===== src/hw/rtl/whc_pkg.sv =====
`timescale 1ns / 1ps

package whc_pkg;

   localparam int WINDOW  = 300;
   localparam int IDX_W   = $clog2(WINDOW);
   localparam int TIME_W  = 31;
   localparam int COUNT_W = 16;
   localparam int HITS_W  = 25;
   localparam int ENTRY_W = TIME_W + COUNT_W;

   // The bucket index is the timestamp modulo WINDOW, found through a rounded-up reciprocal.
   localparam int RECIP_SHIFT = TIME_W + IDX_W;
   localparam int QUOT_W      = TIME_W + 1 - IDX_W;
   localparam logic [TIME_W:0] RECIP = (TIME_W + 1)'(((longint'(1) << RECIP_SHIFT) +
                                        longint'(WINDOW) - 1) / longint'(WINDOW));

   localparam logic [COUNT_W-1:0] COUNT_MAX = '1;
   localparam logic [HITS_W-1:0]  HITS_MAX  = '1;

   localparam logic OP_RECORD = 1'b0;
   localparam logic OP_QUERY  = 1'b1;

   typedef struct packed {
      logic load;
      logic clear_step;
      logic mod_step;
      logic wr_bucket;
      logic scan_step;
      logic rsp_load;
   } cmd_type;

   typedef struct packed {
      logic addr_last;
      logic mod_last;
      logic rsp_valid;
   } status_type;

endpackage


===== src/hw/rtl/whc_ctrl.sv =====
`timescale 1ns / 1ps

module whc_ctrl import whc_pkg::*; (
   input  logic       clock,
   input  logic       reset,
   input  logic       req_valid,
   input  logic       req_opcode,
   output logic       req_ready,
   input  logic       rsp_ready,
   input  status_type status,
   output cmd_type    cmd
);

   localparam logic [2:0] S_CLEAR  = 3'd0;
   localparam logic [2:0] S_IDLE   = 3'd1;
   localparam logic [2:0] S_MOD    = 3'd2;
   localparam logic [2:0] S_READ   = 3'd3;
   localparam logic [2:0] S_WRITE  = 3'd4;
   localparam logic [2:0] S_SCAN   = 3'd5;
   localparam logic [2:0] S_DRAIN  = 3'd6;
   localparam logic [2:0] S_RESULT = 3'd7;

   logic [2:0] state_ff;
   logic [2:0] state_in;

   assign req_ready = (state_ff == S_IDLE);

   always_comb begin
      state_in = state_ff;
      cmd      = '0;
      case (state_ff)
         S_CLEAR: begin
            cmd.clear_step = 1'b1;
            if (status.addr_last) begin
               state_in = S_IDLE;
            end
         end
         S_IDLE: begin
            if (req_valid) begin
               cmd.load = 1'b1;
               state_in = (req_opcode == OP_QUERY) ? S_SCAN : S_MOD;
            end
         end
         S_MOD: begin
            cmd.mod_step = 1'b1;
            if (status.mod_last) begin
               state_in = S_READ;
            end
         end
         S_READ: begin
            state_in = S_WRITE;
         end
         S_WRITE: begin
            cmd.wr_bucket = 1'b1;
            state_in      = S_IDLE;
         end
         S_SCAN: begin
            cmd.scan_step = 1'b1;
            if (status.addr_last) begin
               state_in = S_DRAIN;
            end
         end
         S_DRAIN: begin
            state_in = S_RESULT;
         end
         S_RESULT: begin
            if (!status.rsp_valid || rsp_ready) begin
               cmd.rsp_load = 1'b1;
               state_in     = S_IDLE;
            end
         end
         default: begin
            state_in = S_IDLE;
         end
      endcase
   end

   always_ff @(posedge clock) begin
      if (reset) begin
         state_ff <= S_CLEAR;
      end else begin
         state_ff <= state_in;
      end
   end

endmodule


===== config.mk =====
export PLATFORM = sky130hd
export DESIGN_NAME = whc_ctrl
export DESIGN_NICKNAME = d
export VERILOG_FILES = /design/src/hw/rtl/whc_pkg.sv /design/src/hw/rtl/whc_ctrl.sv
export SDC_FILE = /design/constraint.sdc
export NUM_CORES = 1
export LEC_CHECK = 0
export ABC_AREA = 1
export CORE_AREA = 2 2 39 41
export DETAILED_ROUTE_END_ITERATION = 10
export DIE_AREA = 0 0 41 43
export DONT_BUFFER_PORTS = 1
export REMOVE_ABC_BUFFERS = 1
export SLEW_MARGIN = 40
export SYNTH_ARGS = -nofsm -noshare
export SYNTH_HDL_FRONTEND = slang
export SYNTH_SLANG_ARGS = --single-unit

===== constraint.sdc =====
create_clock -name clock -period 1.1 [get_ports clock]
set_input_delay 0.055 -clock clock [delete_from_list [all_inputs] [get_ports clock]]
set_output_delay 0.055 -clock clock [all_outputs]
set_load 0.01 [all_outputs]

Yosys cells after proc, flatten, opt, wreduce, memory -nomap -nowiden
Cells that the tools add are included.
{"block": "totals", "reg_bits": 3, "latchBits": 0, "ram_bits": 0, "rom_bits": 0, "inputBits": 8, "memories": 0}
{"block": "classes", "addsub": 0, "mul": 0, "n_div": 0, "n_lt_le_gt_ge": 0, "eq_ne": 12, "shift": 0, "n_mux": 15, "n_bitwise": 0, "reduce_logical": 4}
{"operator": "one-hot mux 3 bit (8 select lines)", "n": 1}
{"operator": "2-to-1 mux 3 bit", "n": 6}
{"operator": "== test 3 bit, second input constant", "n": 4}
{"operator": "!= test 2 bit, second input constant", "n": 5}
{"operator": "2-to-1 mux 1 bit", "n": 8}
{"operator": "== test 3 x 2 -> 1 bit, second input constant", "n": 2}
{"operator": "AND reduction 5 bit", "n": 1}
{"operator": "== test 3 x 1 -> 1 bit, second input constant", "n": 1}
{"operator": "logical NOT 3 bit", "n": 1}
{"operator": "logical NOT 1 bit", "n": 1}
{"operator": "logical OR 1 bit", "n": 1}

Logic depth before layout (Yosys ltp)
{"block": "logic_depth", "depth_word": 4, "ltp_mapped": 9, "mapped_depth_nobuf": 8}

Least setup slack after synthesis
No wires, ideal clock.
{"block": "synth_path", "kind": "reg2reg", "start": "reg state_ff[0]", "end": "reg state_ff[0]", "setup_time_ns": 0.113, "arrival_time_ns": 1.027, "slack_ns": -0.040, "path_stages_with_launch": 10, "path_buffers": 1, "period_less_slack_ns": 1.140, "path_cell_list": "dfxtp_1 buf_4 inv_1 nand2_1 nor2_2 nand2_1 o21ai_0 nor2_1 o21ai_1 inv_1"}
{"block": "synth_between", "elab_chain_cells": 3, "word_cells_on_any_way": 15, "cone_classes": "eq/ne: 12; mux: 1; reduce/logical: 2"}
{"item": "start: declaration", "line": "whc_ctrl.sv:23", "source": "logic [2:0] state_ff;"}
{"item": "start signal: assignment", "line": "whc_ctrl.sv:82", "source": "state_ff <= state_in;"}
{"item": "== test 3 bit, or another cell as far along", "line": "whc_ctrl.sv:31", "source": "case (state_ff)"}
{"item": "!= test 2 bit (no line)"}
{"item": "AND reduction 5 bit (no line)"}
Several ways; a longest one is shown, not always the timed one.
A chain may end at the register's enable or synchronous reset.

==> impl_results.md <==
- Status: complete, but fails checks
- Hold Crit Class: input port to flop
- DIE HEIGHT: 43 um
- NumNets Final: 83
- Row count: 14
- First-pass GRT wire length: 1179 um
- Total number of vias: 373
- Worst skew pair latency: 0.23 ns
- Diodes inserted: 0
- GRT overflow: 0
- GP Congestion: 0.7324
- Worst setup path endpoint: cmd[3]
- Synth cell types: 15
- Post-synthesis cell area: 294.0 sq um
- R2R depth: 8
- PwrDens: 2316 nW/um^2
- CP Launch Point: state_ff[0]$_SDFFE_PP0P_
- Worst slew margin: 0.8430
- DR DRC count: 0
- Final ANT Viol Nets: 0
- Number of setup violations in the final report: 1
- Worst-Margin Slew: 0.2342 ns
- Sequential area share after synthesis: 0.2043
- Register-to-register path setup slack: 0.01 ns
- Stages on the worst setup path: 5
- CTS sink cnt: 3
- Max-cap violations: 0
- Hpwl dp: 571.2 um
- Max FFs per register: 3
- CP Capture Type: output port
- Net Sw Frac: 0.4572
- Leakage power: 0.2903 nW
- CTS Buf Count: 3
- First DRT Iteration DRCs: 4
- Area of the core: 1384 sq um
- Syn. warnings: 0
- Port Buffers: 0
- Slew Viols, Final: 0
- CTS tree: done
- Setup TNS: -0.007850 ns
- Setup CP Type: flop to output port
- CP Max Fanout: 7
- Setup WS post-layout: -0.007850 ns
- Layout cells sized above 1: 0.5541
- Critical Path AT: 1.05 ns
- Starting Density: 0.2125
- Syn_area_per_cell: 5.346 sq um
- Gr usage total: 0.09719
- Final Hold Vio Count: 0
- Area growth syn-to-layout: 89.36%
- Drt wl/cell: 9.956 um
- CTS HTree Levels: 1
- Vias per inst: 4.144
- Total power: 0.001289 W
- Biggest register: state_ff
- Top delay family on crit path: flip-flops
- Startpoint Class: flop
- Int Power: 0.0006999 W
- Failing checks: negative setup slack
- Root Driver: clkbuf_4
- CP most frequent cell: buf_4
- Vias in the first global route: 331
- Unrepaired setup endpoints after global routing: true
- Post-synthesis register bit count: 3
- Critical Path RT: 1.04 ns
- R2r endpoint: state_ff[0]$_SDFFE_PP0P_
- Ports: 15
- Largest net degree at the start of global routing: 8
- Crit path buf inv count: 3
- Slowest stage cell, crit path: dfxtp_4
- Skew final: 0.004052 ns
- Combinational power share: 0.625
- Period utilisation layout: 1.007
- 1st-pass router iterations: 4
- Max rail drop VDD: 0.8278 mV
- Clock network power share: 0.150
- Crit-path cells: inv_4 > nand2_4 > nor2_4 > buf_4 > buf_4
- Cell count after synthesis: 55
- Worst stage delay on the critical path: 0.41 ns
- Final WL: 896 um
- Origin of the critical flop-to-flop path: state_ff[0]$_SDFFE_PP0P_
- Antenna violations before repair: 0
- Sw power: 0.0005896 W
- Setup WS pre-CTS: -0.06311 ns
- Largest regs: state_ff (3)
- Clock Pin Slew Worst Setup and Hold Paths: 0.04 ns
- CTS Buffer Depth: 2
- Max frequency: 902.7 MHz
- Die ar.: 1763 sq um
- Minimum clock period: 1.108 ns
- Sequential Power Share: 0.226
- Chip width: 41 um
-- timing repair --
item,4_1_cts,5_1_grt
endpoints found under the hold margin,3,0
gates resized for setup,10,23
setup endpoints to repair,9,9
pin swaps,0,2
hold buffers,1,0
setup buffers,1,3
-- cell type report --
type                    instances  area [sq um]
inverters                      12         57.56
repair buffers                 16         133.9
multi-input cells              39         247.7
well taps                      16         20.02
flip-flops and latches          3         71.32
clock buffers                   4         26.28
fillers                       152         827.0
-- synthesized netlist by cell type, drive strengths merged --
cell	n	area, sq um
nand4	1	6.260
nor2	9	38.79
a21oi	3	15.01
inv	12	45.05
o21ai	2	10.00
nand2	16	60.06
dfxtp	3	60.06
nand3	6	40.04
and2	1	6.260
nor3	1	5.000
buf	1	7.510
-- layout by cell type, fill, tap and decap left out, types with 3 or more instances in the layout --
master	synthesis	final
nor2_2	2	3
inv_1	10	7
nand2_1	16	12
nand3_2	2	3
dfxtp_4	0	3
nand2_2	0	3
buf_6	0	3
inv_4	0	3
nor2_1	7	4
clkbuf_4	0	3
buf_4	1	12
-- routing by layer --
layer	global-route usage	vias to the layer above	wire length, um
met4	0.06000	0	0
met3	0.01571	0	39
met5	0	-	0
met2	0.1719	8	504
met1	0.09585	160	351
li1	-	205	-
-- metrics by stage --
stage	area, sq um	cells	hold slack, ns	util
finish	556.8	90	0.09584	0.4024
global route	556.8	90	0.1248	0.4024
CTS	460.4	87	0.08774	0.3327
detailed placement	389.1	81	0.1281	0.2812
global placement	389.1	81	0.1283	0.2812
floorplan	286.5	54	0.1241	-
-- kinds of logic (layout without fill, tap and decap cells) --
| group | after synthesis | count (layout) | synth area share |
|---|---|---|---|
| AND/OR/NAND/NOR | 34 | 34 | 0.5319 |
| buffers and inverters | 13 | 32 | 0.1788 |
| AO/OA/AOI/OAI | 5 | 5 | 0.08506 |
| flip-flops | 3 | 3 | 0.2043 |
-- power groups by stage --
stage | clock network (W) | registers, W | logic [W]
CTS | 0.000205 | 0.000243 | 0.000633
detailed placement | 0 | 0.000216 | 0.000591
global placement | 0 | 0.000212 | 0.000592
global route | 0.000210 | 0.000295 | 0.000888
finish | 0.000193 | 0.000291 | 0.000806
floorplan | 0 | 0.000207 | 0.000367
-- worst min path at each step --
| stage | startpoint | to | cells past startpoint | slack (ns) |
|---|---|---|---|---|
| 2_1_floorplan | reset | state_ff[2]$_SDFFE_PP0P_ | 1 | 0.12 |
| 3_3_place_gp | reset | state_ff[2]$_SDFFE_PP0P_ | 1 | 0.13 |
| 3_5_place_dp | reset | state_ff[2]$_SDFFE_PP0P_ | 1 | 0.13 |
| 4_1_cts | status[2] | state_ff[2]$_SDFFE_PP0P_ | 3 | 0.09 |
| 5_1_grt | status[2] | state_ff[2]$_SDFFE_PP0P_ | 3 | 0.12 |
| 6_report | status[2] | state_ff[2]$_SDFFE_PP0P_ | 3 | 0.1 |
-- tightest hold or removal path: stages --
cell     delay (ns)
inv_1          0.06
a21oi_1        0.07
a21oi_1        0.10
No activity file was read; power rests on OpenSTA's default activity.
